**config.mk**
```make
export PLATFORM = sky130hd
export DESIGN_NAME = wavelet_coef_quantizer
export DESIGN_NICKNAME = d
export VERILOG_FILES = /design/src/rtl/wcq_pkg.sv /design/src/rtl/wcq_div.sv /design/src/rtl/wcq_datapath.sv /design/src/rtl/wcq_ctrl.sv /design/src/rtl/wavelet_coef_quantizer.sv
export SDC_FILE = /design/constraint.sdc
export NUM_CORES = 2
export LEC_CHECK = 0
export ABC_AREA = 1
export ABC_CLOCK_PERIOD_IN_PS = 11050
export BUFFER_PORTS_ARGS = -buffer_cell sky130_fd_sc_hd__buf_2
export CORE_AREA = 3 3 428 430
export CTS_BUF_LIST = sky130_fd_sc_hd__clkbuf_8 sky130_fd_sc_hd__clkbuf_16
export DETAILED_ROUTE_END_ITERATION = 8
export DIE_AREA = 0 0 431 433
export GPL_ROUTABILITY_DRIVEN = 0
export PLACE_DENSITY = 0.49
export SYNTH_ARGS = -nofsm -noshare
export SYNTH_HDL_FRONTEND = slang
export SYNTH_SLANG_ARGS = --single-unit
export TNS_END_PERCENT = 1
```
**constraint.sdc**
```tcl
create_clock -name clk -period 11.05 [get_ports clk]
set_input_delay 1.105 -clock clk [delete_from_list [all_inputs] [get_ports clk]]
set_output_delay 1.105 -clock clk [all_outputs]
set_load 0.05 [all_outputs]
```
**src/rtl/wcq_pkg.sv**
```systemverilog
// Shared types, codes and widths of the wavelet coefficient quantizer
package wcq_pkg;

    // fixed field widths
    localparam int PEAK_W    = 32;
    localparam int MODE_W    = 2;
    localparam int PLANES_W  = 5;
    localparam int DEPTH_W   = 4;
    localparam int SHIFT_W   = 5;
    localparam int STATUS_W  = 2;
    localparam int CFG_IDX_W = 2;

    // product of two register-wide operands, and a quotient shifted by up to 30
    localparam int PROD_W    = 2 * PEAK_W;
    localparam int MAX_SHIFT = 30;
    localparam int RES_W     = PEAK_W + MAX_SHIFT;

    // one quotient bit per divider step
    localparam int DIV_STEPS = PEAK_W;
    localparam int CNT_W     = $clog2(DIV_STEPS);

    localparam logic [PEAK_W-1:0]   PEAK_MAX     = {PEAK_W{1'b1}};
    localparam logic [PLANES_W-1:0] PLANES_RESET = 5'd7;

    // item commands
    localparam logic CMD_QUANT   = 1'b0;
    localparam logic CMD_DEQUANT = 1'b1;

    // scaling modes
    localparam logic [MODE_W-1:0] MODE_LINF = 2'd0;
    localparam logic [MODE_W-1:0] MODE_L1   = 2'd1;
    localparam logic [MODE_W-1:0] MODE_L2   = 2'd2;

    // configuration register indexes
    localparam logic [CFG_IDX_W-1:0] REG_SCALING_MODE = 2'd0;
    localparam logic [CFG_IDX_W-1:0] REG_BIT_PLANES   = 2'd1;
    localparam logic [CFG_IDX_W-1:0] REG_PEAK_VALUE   = 2'd2;

    // result status codes
    localparam logic [STATUS_W-1:0] ST_OK   = 2'd0;
    localparam logic [STATUS_W-1:0] ST_SAT  = 2'd1;
    localparam logic [STATUS_W-1:0] ST_ZERO = 2'd2;

    // divider commands
    typedef struct packed {
        logic init;
        logic step;
    } div_cmd_t;

    // commands from the controller to the datapath
    typedef struct packed {
        logic     load;
        logic     prep;
        logic     mul;
        div_cmd_t div;
        logic     finish;
    } dp_cmd_t;

endpackage

```
**src/rtl/wcq_div.sv**
```systemverilog
// Restoring divider, one quotient bit per step, for quotients that fit the register width
module wcq_div
    import wcq_pkg::*;
(
    input  logic              clk,
    input  div_cmd_t          cmd,
    input  logic [PROD_W-1:0] dividend,
    input  logic [PEAK_W-1:0] divisor,
    output logic [PEAK_W-1:0] quotient
);

    logic [PEAK_W-1:0] rem_reg;
    logic [PEAK_W-1:0] rem_next;
    logic [PEAK_W-1:0] quo_reg;
    logic [PEAK_W-1:0] quo_next;
    logic [PEAK_W:0]   trial;
    logic [PEAK_W+1:0] diff;
    logic              fits;

    // shift in the next dividend bit and try the subtraction
    always_comb
    begin
        trial    = {rem_reg, quo_reg[PEAK_W-1]};
        diff     = {1'b0, trial} - {2'b00, divisor};
        fits     = ~diff[PEAK_W+1];
        rem_next = fits ? diff[PEAK_W-1:0] : trial[PEAK_W-1:0];
        quo_next = {quo_reg[PEAK_W-2:0], fits};
    end

    // upper half seeds the remainder, lower half is shifted through
    always_ff @(posedge clk)
    begin
        if (cmd.init)
        begin
            rem_reg <= dividend[PROD_W-1:PEAK_W];
            quo_reg <= dividend[PEAK_W-1:0];
        end
        else if (cmd.step)
        begin
            rem_reg <= rem_next;
            quo_reg <= quo_next;
        end
    end

    assign quotient = quo_reg;

endmodule

```
**src/rtl/wcq_datapath.sv**
```systemverilog
// Datapath: configuration, scaling, multiplier, divider, saturation and result register
module wcq_datapath
    import wcq_pkg::*;
#(
    parameter int MAX_DEPTH   = 15,
    parameter int VALUE_WIDTH = 32,
    parameter int FRAC_BITS   = 16
)
(
    input  logic                          clk,
    input  logic                          rst_n,
    input  dp_cmd_t                       cmd,
    input  logic                          cfg_wr_en,
    input  logic [CFG_IDX_W-1:0]          cfg_index,
    input  logic [PEAK_W-1:0]             cfg_data,
    input  logic                          command,
    input  logic signed [VALUE_WIDTH-1:0] value,
    input  logic [DEPTH_W-1:0]            depth,
    output logic signed [VALUE_WIDTH-1:0] result,
    output logic [PEAK_W-1:0]             peak_seen,
    output logic [STATUS_W-1:0]           status
);

    localparam int CW = (VALUE_WIDTH > PEAK_W) ? VALUE_WIDTH : PEAK_W;
    localparam logic [PEAK_W-1:0] PEAK_RESET = PEAK_W'(64'd1 << FRAC_BITS);

    // configuration registers
    logic [MODE_W-1:0]   mode_reg;
    logic [PLANES_W-1:0] planes_reg;
    logic [PEAK_W-1:0]   peak_reg;
    logic [PEAK_W-1:0]   full;

    // captured item
    logic                   cmd_reg;
    logic                   neg_reg;
    logic [VALUE_WIDTH-1:0] mag_reg;
    logic [SHIFT_W-1:0]     sh_reg;

    // prepared operands
    logic [PEAK_W-1:0] op_a_reg;
    logic [PEAK_W-1:0] op_b_reg;
    logic [PEAK_W-1:0] div_reg;
    logic              over_reg;
    logic              big_reg;
    logic              clamp_reg;
    logic [PROD_W-1:0] product_reg;
    logic [PEAK_W-1:0] run_peak_reg;
    logic [PEAK_W-1:0] run_peak_next;

    // result register
    logic [VALUE_WIDTH-1:0] result_reg;
    logic [VALUE_WIDTH-1:0] result_next;
    logic [PEAK_W-1:0]      peak_seen_reg;
    logic [STATUS_W-1:0]    status_reg;
    logic [STATUS_W-1:0]    status_next;

    // accept side
    logic [VALUE_WIDTH-1:0] value_u;
    logic                   neg_in;
    logic [VALUE_WIDTH-1:0] mag_in;
    logic [DEPTH_W-1:0]     depth_sat;
    logic [SHIFT_W-1:0]     sh_in;

    // prep side
    logic [VALUE_WIDTH-1:0] s;
    logic [CW-1:0]          s_cw;
    logic [CW-1:0]          peak_cw;
    logic [CW-1:0]          d_cw;
    logic [CW-1:0]          mag_cw;
    logic                   over;
    logic                   big;
    logic                   clamp;
    logic [PEAK_W-1:0]      s_sat;
    logic [PEAK_W-1:0]      mag_clamped;
    logic [PROD_W-1:0]      product;

    // finish side
    logic [PEAK_W-1:0]  quo;
    logic [RES_W-1:0]   r_fin;
    logic [RES_W-1:0]   r_lim;
    logic [RES_W-1:0]   r_out;
    logic [RES_W-1:0]   limit;

    // configuration writes
    always_ff @(posedge clk or negedge rst_n)
    begin
        if (!rst_n)
        begin
            mode_reg   <= MODE_LINF;
            planes_reg <= PLANES_RESET;
            peak_reg   <= PEAK_RESET;
        end
        else if (cfg_wr_en)
        begin
            case (cfg_index)
                REG_SCALING_MODE: mode_reg   <= cfg_data[MODE_W-1:0];
                REG_BIT_PLANES:   planes_reg <= cfg_data[PLANES_W-1:0];
                REG_PEAK_VALUE:   peak_reg   <= cfg_data;
                default:          ;
            endcase
        end
    end

    // quantizer full scale 2^(n+1)-1, wraps to all ones for n = 31
    assign full = (PEAK_W'(1) << (6'(planes_reg) + 6'd1)) - PEAK_W'(1);

    // sign, magnitude and level shift of the incoming item
    always_comb
    begin
        value_u   = value;
        neg_in    = value_u[VALUE_WIDTH-1];
        mag_in    = neg_in ? (~value_u + VALUE_WIDTH'(1)) : value_u;
        depth_sat = (depth > DEPTH_W'(MAX_DEPTH)) ? DEPTH_W'(MAX_DEPTH) : depth;
        case (mode_reg)
            MODE_L1: sh_in = {depth_sat, 1'b0};
            MODE_L2: sh_in = {1'b0, depth_sat};
            default: sh_in = '0;
        endcase
    end

    always_ff @(posedge clk)
    begin
        if (cmd.load)
        begin
            cmd_reg <= command;
            neg_reg <= neg_in;
            mag_reg <= mag_in;
            sh_reg  <= sh_in;
        end
    end

    // scaled magnitude, range checks and operand selection
    always_comb
    begin
        s           = mag_reg >> sh_reg;
        s_cw        = CW'(s);
        peak_cw     = CW'(peak_reg);
        mag_cw      = CW'(mag_reg);
        over        = s_cw > peak_cw;
        d_cw        = s_cw - peak_cw;
        big         = over && (d_cw > CW'(PEAK_MAX));
        clamp       = mag_cw > CW'(full);
        s_sat       = (s_cw > CW'(PEAK_MAX)) ? PEAK_MAX : s_cw[PEAK_W-1:0];
        mag_clamped = clamp ? full : mag_cw[PEAK_W-1:0];
    end

    always_ff @(posedge clk)
    begin
        if (cmd.prep)
        begin
            over_reg  <= over;
            big_reg   <= big;
            clamp_reg <= clamp;
            if (cmd_reg == CMD_QUANT)
            begin
                // above the peak only the excess matters, to tell saturation
                op_a_reg <= over ? d_cw[PEAK_W-1:0] : s_cw[PEAK_W-1:0];
                op_b_reg <= full;
                div_reg  <= peak_reg;
            end
            else
            begin
                op_a_reg <= mag_clamped;
                op_b_reg <= peak_reg;
                div_reg  <= full;
            end
        end
    end

    // running peak of scaled quantize magnitudes
    always_comb
    begin
        run_peak_next = run_peak_reg;
        if (cmd.prep && (cmd_reg == CMD_QUANT) && (s_sat > run_peak_reg))
        begin
            run_peak_next = s_sat;
        end
    end

    always_ff @(posedge clk or negedge rst_n)
    begin
        if (!rst_n)
        begin
            run_peak_reg <= '0;
        end
        else
        begin
            run_peak_reg <= run_peak_next;
        end
    end

    // product register
    assign product = PROD_W'(op_a_reg) * PROD_W'(op_b_reg);

    always_ff @(posedge clk)
    begin
        if (cmd.mul)
        begin
            product_reg <= product;
        end
    end

    // shared divider
    wcq_div u_div
    (
        .clk      (clk),
        .cmd      (cmd.div),
        .dividend (product_reg),
        .divisor  (div_reg),
        .quotient (quo)
    );

    // code or reconstruction, saturation and sign
    always_comb
    begin
        limit = (RES_W'(1) << (VALUE_WIDTH - 1)) - {{(RES_W-1){1'b0}}, ~neg_reg};
        r_fin = '0;
        status_next = ST_OK;
        if (peak_reg == '0)
        begin
            status_next = ST_ZERO;
        end
        else if (cmd_reg == CMD_QUANT)
        begin
            if (over_reg)
            begin
                r_fin = RES_W'(full);
                if (big_reg || (product_reg >= PROD_W'(peak_reg)))
                begin
                    status_next = ST_SAT;
                end
            end
            else
            begin
                r_fin = RES_W'(quo);
            end
        end
        else
        begin
            r_fin = RES_W'(quo) << sh_reg;
            if (clamp_reg)
            begin
                status_next = ST_SAT;
            end
        end
        r_lim = r_fin;
        if (r_fin > limit)
        begin
            r_lim       = limit;
            status_next = ST_SAT;
        end
        r_out       = neg_reg ? (~r_lim + RES_W'(1)) : r_lim;
        result_next = r_out[VALUE_WIDTH-1:0];
    end

    always_ff @(posedge clk)
    begin
        if (cmd.finish)
        begin
            result_reg    <= result_next;
            status_reg    <= status_next;
            peak_seen_reg <= run_peak_reg;
        end
    end

    assign result    = $signed(result_reg);
    assign status    = status_reg;
    assign peak_seen = peak_seen_reg;

endmodule

```
**src/rtl/wcq_ctrl.sv**
```systemverilog
// Controller: sequences load, prepare, multiply, divide and finish for one item
module wcq_ctrl
    import wcq_pkg::*;
(
    input  logic    clk,
    input  logic    rst_n,
    input  logic    in_valid,
    output logic    in_ready,
    output logic    out_valid,
    input  logic    out_ready,
    output dp_cmd_t cmd
);

    typedef enum logic [5:0] {
        S_IDLE  = 6'b000001,
        S_PREP  = 6'b000010,
        S_MUL   = 6'b000100,
        S_DINIT = 6'b001000,
        S_DIV   = 6'b010000,
        S_FIN   = 6'b100000
    } state_t;

    state_t           state_reg;
    state_t           state_next;
    logic [CNT_W-1:0] cnt_reg;
    logic [CNT_W-1:0] cnt_next;
    logic             out_valid_reg;
    logic             out_valid_next;

    // next state and datapath commands
    always_comb
    begin
        state_next = state_reg;
        cnt_next   = cnt_reg;
        cmd        = '0;
        in_ready   = 1'b0;
        case (state_reg)
            S_IDLE:
            begin
                in_ready = 1'b1;
                if (in_valid)
                begin
                    cmd.load   = 1'b1;
                    state_next = S_PREP;
                end
            end
            S_PREP:
            begin
                cmd.prep   = 1'b1;
                state_next = S_MUL;
            end
            S_MUL:
            begin
                cmd.mul    = 1'b1;
                state_next = S_DINIT;
            end
            S_DINIT:
            begin
                cmd.div.init = 1'b1;
                cnt_next     = '0;
                state_next   = S_DIV;
            end
            S_DIV:
            begin
                cmd.div.step = 1'b1;
                cnt_next     = cnt_reg + CNT_W'(1);
                if (cnt_reg == CNT_W'(DIV_STEPS - 1))
                begin
                    state_next = S_FIN;
                end
            end
            S_FIN:
            begin
                // wait for the output register to be free
                if (!out_valid_reg || out_ready)
                begin
                    cmd.finish = 1'b1;
                    state_next = S_IDLE;
                end
            end
            default:
            begin
                state_next = S_IDLE;
            end
        endcase
    end

    // output item flag
    always_comb
    begin
        out_valid_next = out_valid_reg;
        if (cmd.finish)
        begin
            out_valid_next = 1'b1;
        end
        else if (out_ready)
        begin
            out_valid_next = 1'b0;
        end
    end

    always_ff @(posedge clk or negedge rst_n)
    begin
        if (!rst_n)
        begin
            state_reg     <= S_IDLE;
            cnt_reg       <= '0;
            out_valid_reg <= 1'b0;
        end
        else
        begin
            state_reg     <= state_next;
            cnt_reg       <= cnt_next;
            out_valid_reg <= out_valid_next;
        end
    end

    assign out_valid = out_valid_reg;

endmodule

```
**src/rtl/wavelet_coef_quantizer.sv**
```systemverilog
// Top level of the wavelet coefficient quantizer
//
//   channel  | handshake              | payload
//   ---------+------------------------+-------------------------------
//   input    | in_valid / in_ready    | command, value, depth
//   output   | out_valid / out_ready  | result, peak_seen, status
//   config   | cfg_wr_en              | cfg_index, cfg_data
//
// Each item passes through accept, prepare, multiply, divider load, 32 restoring
// divider steps at one quotient bit each, and finish, where the result is registered;
// finish waits while the output register still holds an untaken result.
// One item is in work at a time: a new item is taken only after the last finishes.
// Reset idles the controller, clears the running peak and returns the
// configuration registers to their defaults.
// A finished result waits in the output register; the next item is accepted
// meanwhile and only its finish step waits for that register to be taken.
module wavelet_coef_quantizer
    import wcq_pkg::*;
#(
    parameter int MAX_DEPTH   = 15,
    parameter int VALUE_WIDTH = 32,
    parameter int FRAC_BITS   = 16
)
(
    input  logic                          clk,
    input  logic                          rst_n,
    input  logic                          in_valid,
    output logic                          in_ready,
    input  logic                          command,
    input  logic signed [VALUE_WIDTH-1:0] value,
    input  logic [DEPTH_W-1:0]            depth,
    output logic                          out_valid,
    input  logic                          out_ready,
    output logic signed [VALUE_WIDTH-1:0] result,
    output logic [PEAK_W-1:0]             peak_seen,
    output logic [STATUS_W-1:0]           status,
    input  logic                          cfg_wr_en,
    input  logic [CFG_IDX_W-1:0]          cfg_index,
    input  logic [PEAK_W-1:0]             cfg_data
);

    dp_cmd_t cmd;

    // sequencing
    wcq_ctrl u_ctrl
    (
        .clk       (clk),
        .rst_n     (rst_n),
        .in_valid  (in_valid),
        .in_ready  (in_ready),
        .out_valid (out_valid),
        .out_ready (out_ready),
        .cmd       (cmd)
    );

    // arithmetic
    wcq_datapath #(
        .MAX_DEPTH   (MAX_DEPTH),
        .VALUE_WIDTH (VALUE_WIDTH),
        .FRAC_BITS   (FRAC_BITS)
    ) u_datapath
    (
        .clk       (clk),
        .rst_n     (rst_n),
        .cmd       (cmd),
        .cfg_wr_en (cfg_wr_en),
        .cfg_index (cfg_index),
        .cfg_data  (cfg_data),
        .command   (command),
        .value     (value),
        .depth     (depth),
        .result    (result),
        .peak_seen (peak_seen),
        .status    (status)
    );

endmodule

```
==> flow_summary.toml <==
[outcome]
status = "finished, final reports clean"

[logic_synthesis]
synth-edff-count = 331
syn_area_per_cell_sq_um = 7.91
async_reset_ff_share_pct = 20.0
synth_area_sq_mm = 0.0626
yosysSeqAreaShare_pct = 19.2
synth_cell_types = 70
synth_warnings = 0
synth_ff_type = "edfxtp_1"
synthCells = 7919
synth_seq_cells = 414

[floorplan]
coreArea_sq_mm = 0.180
rows = 156
fp.dieH_um = 433
die_area_sq_mm = 0.187
boundaryPins = 144
initial_core_util_pct = 34.8
die_x_um = 431

[clock_network]
clkLatencyLatePin_ns = 0.66
numCtsBuffers = 51
clk_pin_slew_ns = 0.07
cts_sinks = 414
ctsHoldBuffers = 0
cts-htree-levels = 2
cts_setup_buffers = 0
cts_max_path_buffers = 3
cts_tree = "yes"
root_buffer = "clkbuf_16"
ctsResizeCount = 0

[sta]
fmax_mhz = 115
finalMaxSlewViolations = 0
tns_ns = 0
clock_skew_ns = 0.0327
worst_pin_slew_ns = 1.30
grt_setup_unrepaired = "false"
fin_crit_sh_pct = 78.6
relSlewSlack_pct = 12.6
post-route-min-period_ns = 8.69
setup_violations = 0
hold_viol = 0

[placed_design]
place_area_sq_mm = 0.0656
hpwl_mm = 165
portBuffers = 143

[grt]
overflow = 0
antenna_found_initial = 4
met3_usage_pct = 1.87
grt_use_met2_pct = 37.1
grt_busiest_layer = "met2"
grt.total_usage_pct = 22.2
grtUsageMet1_pct = 30.3
grt_max_degree = 82
grt_first_pass_wirelength_mm = 321
grt_pass1_vias = 53500

[routing]
ant_nets = 0
wl_per_cell_um = 20.2
drc_errors = 0
dr.pass1.iters = 5
vias = 52500
via_per_inst = 5.11
drt_iter0_drc = 4011
wl_mm = 207

[finish]
drive_gt1_share_pct = 5.41
area_growth_pct = 7.67
largest_reg_flops = 64
fin_area_sq_mm = 0.0674
final_nets = 9290
final_util_pct = 37.4

[setup_path]
reg2reg_depth = 25
path_class = "reg -> reg"
cp-end-kind = "flip-flop"
path_max_fanout = 20
crit_arrival_ns = 9.09
startpoint_type = "flip-flop"
cp.required_ns = 11.45

[min_path]
hp-class = "in -> async"

[flow_run]
cap_violations = 0
==> placed cells by master (no fill, tap or decap), types with 14 or more instances in the layout <==
master,count
nor2_1,337
o21ai_0,436
nor3_1,33
nand3_1,291
o211ai_1,32
inv_2,19
nand4_1,45
nand3_2,14
edfxtp_1,331
a31oi_1,49
ha_1,462
or2_2,14
xnor2_1,62
o21a_1,17
fa_1,898
buf_2,142
nand2_1,2049
xor2_1,81
buf_4,102
mux2i_1,23
inv_1,1720
o21ai_1,30
dfrtp_1,78
o221ai_1,16
nor4_1,31
a21oi_1,335
clkbuf_16,53
==> metal layers <==
metal,up-vias,share of wire (%)
met5,-,0
met4,0,4.1
met3,349,5.3
met2,1564,47
met1,26300,44
li1,24200,-
==> synthesized netlist by cell type, drive strengths merged, types with 49 or more instances <==
library cell	number	area (sq um)
o21ai	468	2360
inv	1726	6480
xor2	81	709
nor2	352	1360
ha	462	5780
edfxtp	331	9940
nand2	2062	7780
xnor2	63	559
a31oi	49	307
buf	67	428
fa	898	18000
dfrtp	78	1950
a21oi	343	1750
clkbuf	297	1110
nand3	305	1590
==> cell type report <==
cell class,count,area [sq um]
Timing Repair Buffer,245,1500
Antenna cell,1,2.50
Clock inverter,37,437
Tap cell,2370,2970
Fill cell,18800,113000
Inverter,1729,6490
Clock buffer,58,1400
Sequential cell,414,12000
Multi-Input combinational cell,5413,42600
==> path summary, 6_finish.rpt <==
kind,from,to,slack (ns)
worst max-delay path,u_datapath.op_b_reg[16]$_DFFE_PP_,u_datapath.product_reg[63]$_DFFE_PP_,2.36
worst min-delay path,rst_n,u_datapath.mode_reg[1]$_DFFE_PN0P_,0.48
worst max register to register,u_datapath.op_b_reg[16]$_DFFE_PP_,u_datapath.product_reg[63]$_DFFE_PP_,2.36
worst min register to register,u_datapath.run_peak_reg[4]$_DFFE_PN0P_,u_datapath.peak_seen[4]$_DFFE_PP_,0.48
max in group asynchronous,rst_n,u_datapath.run_peak_reg[21]$_DFFE_PN0P_,9.49
min in group clk,u_datapath.run_peak_reg[4]$_DFFE_PN0P_,u_datapath.peak_seen[4]$_DFFE_PP_,0.48
==> stage by stage <==
stage / hold slack [ns] / instances / setup slack [ns]
2_1_floorplan: 0.441 / 7920 / 2.41
3_3_place_gp: 0.472 / 10200 / 2.55
3_5_place_dp: 0.465 / 10200 / 2.50
4_1_cts: 0.470 / 10300 / 2.48
5_1_grt: 0.499 / 10300 / 2.07
6_report: 0.482 / 10300 / 2.36
==> cell families (layout without fill, tap and decap cells) <==
kind of cell / count (synthesis) / after routing / synth area share, %
AO/OA/AOI/OAI: 1005 / 1005 / 8.84
XOR/XNOR: 144 / 144 / 2.03
adder cells (fa/ha/maj): 1360 / 1360 / 37.9
buffers and inverters: 2093 / 2069 / 12.8
flip-flops: 414 / 414 / 19.2
multiplexers: 33 / 33 / 0.547
other: 1 / 3 / 0.00599
AND/OR/NAND/NOR: 2869 / 2869 / 18.6
==> critical path, cell delays in order (launching register included) <==
cell      delay [ns]
edfxtp_1        0.92
buf_4           0.41
nand2_1         0.12
fa_1            0.56
inv_1           0.05
fa_1            0.48
fa_1            0.54
inv_1           0.05
fa_1            0.50
inv_1           0.05
fa_1            0.51
fa_1            0.58
fa_1            0.52
ha_1            0.30
ha_1            0.38
a21oi_1         0.15
inv_1           0.08
a31oi_1         0.35
o21ai_0         0.21
a21oi_1         0.22
nor2_1          0.10
a211oi_1        0.54
o31ai_1         0.26
buf_4           0.23
a21oi_1         0.18
xnor2_1         0.09
Power is left out: the tool's default activity adds up to more than one toggle a clock period on the data nets, which glitch-free logic cannot reach.
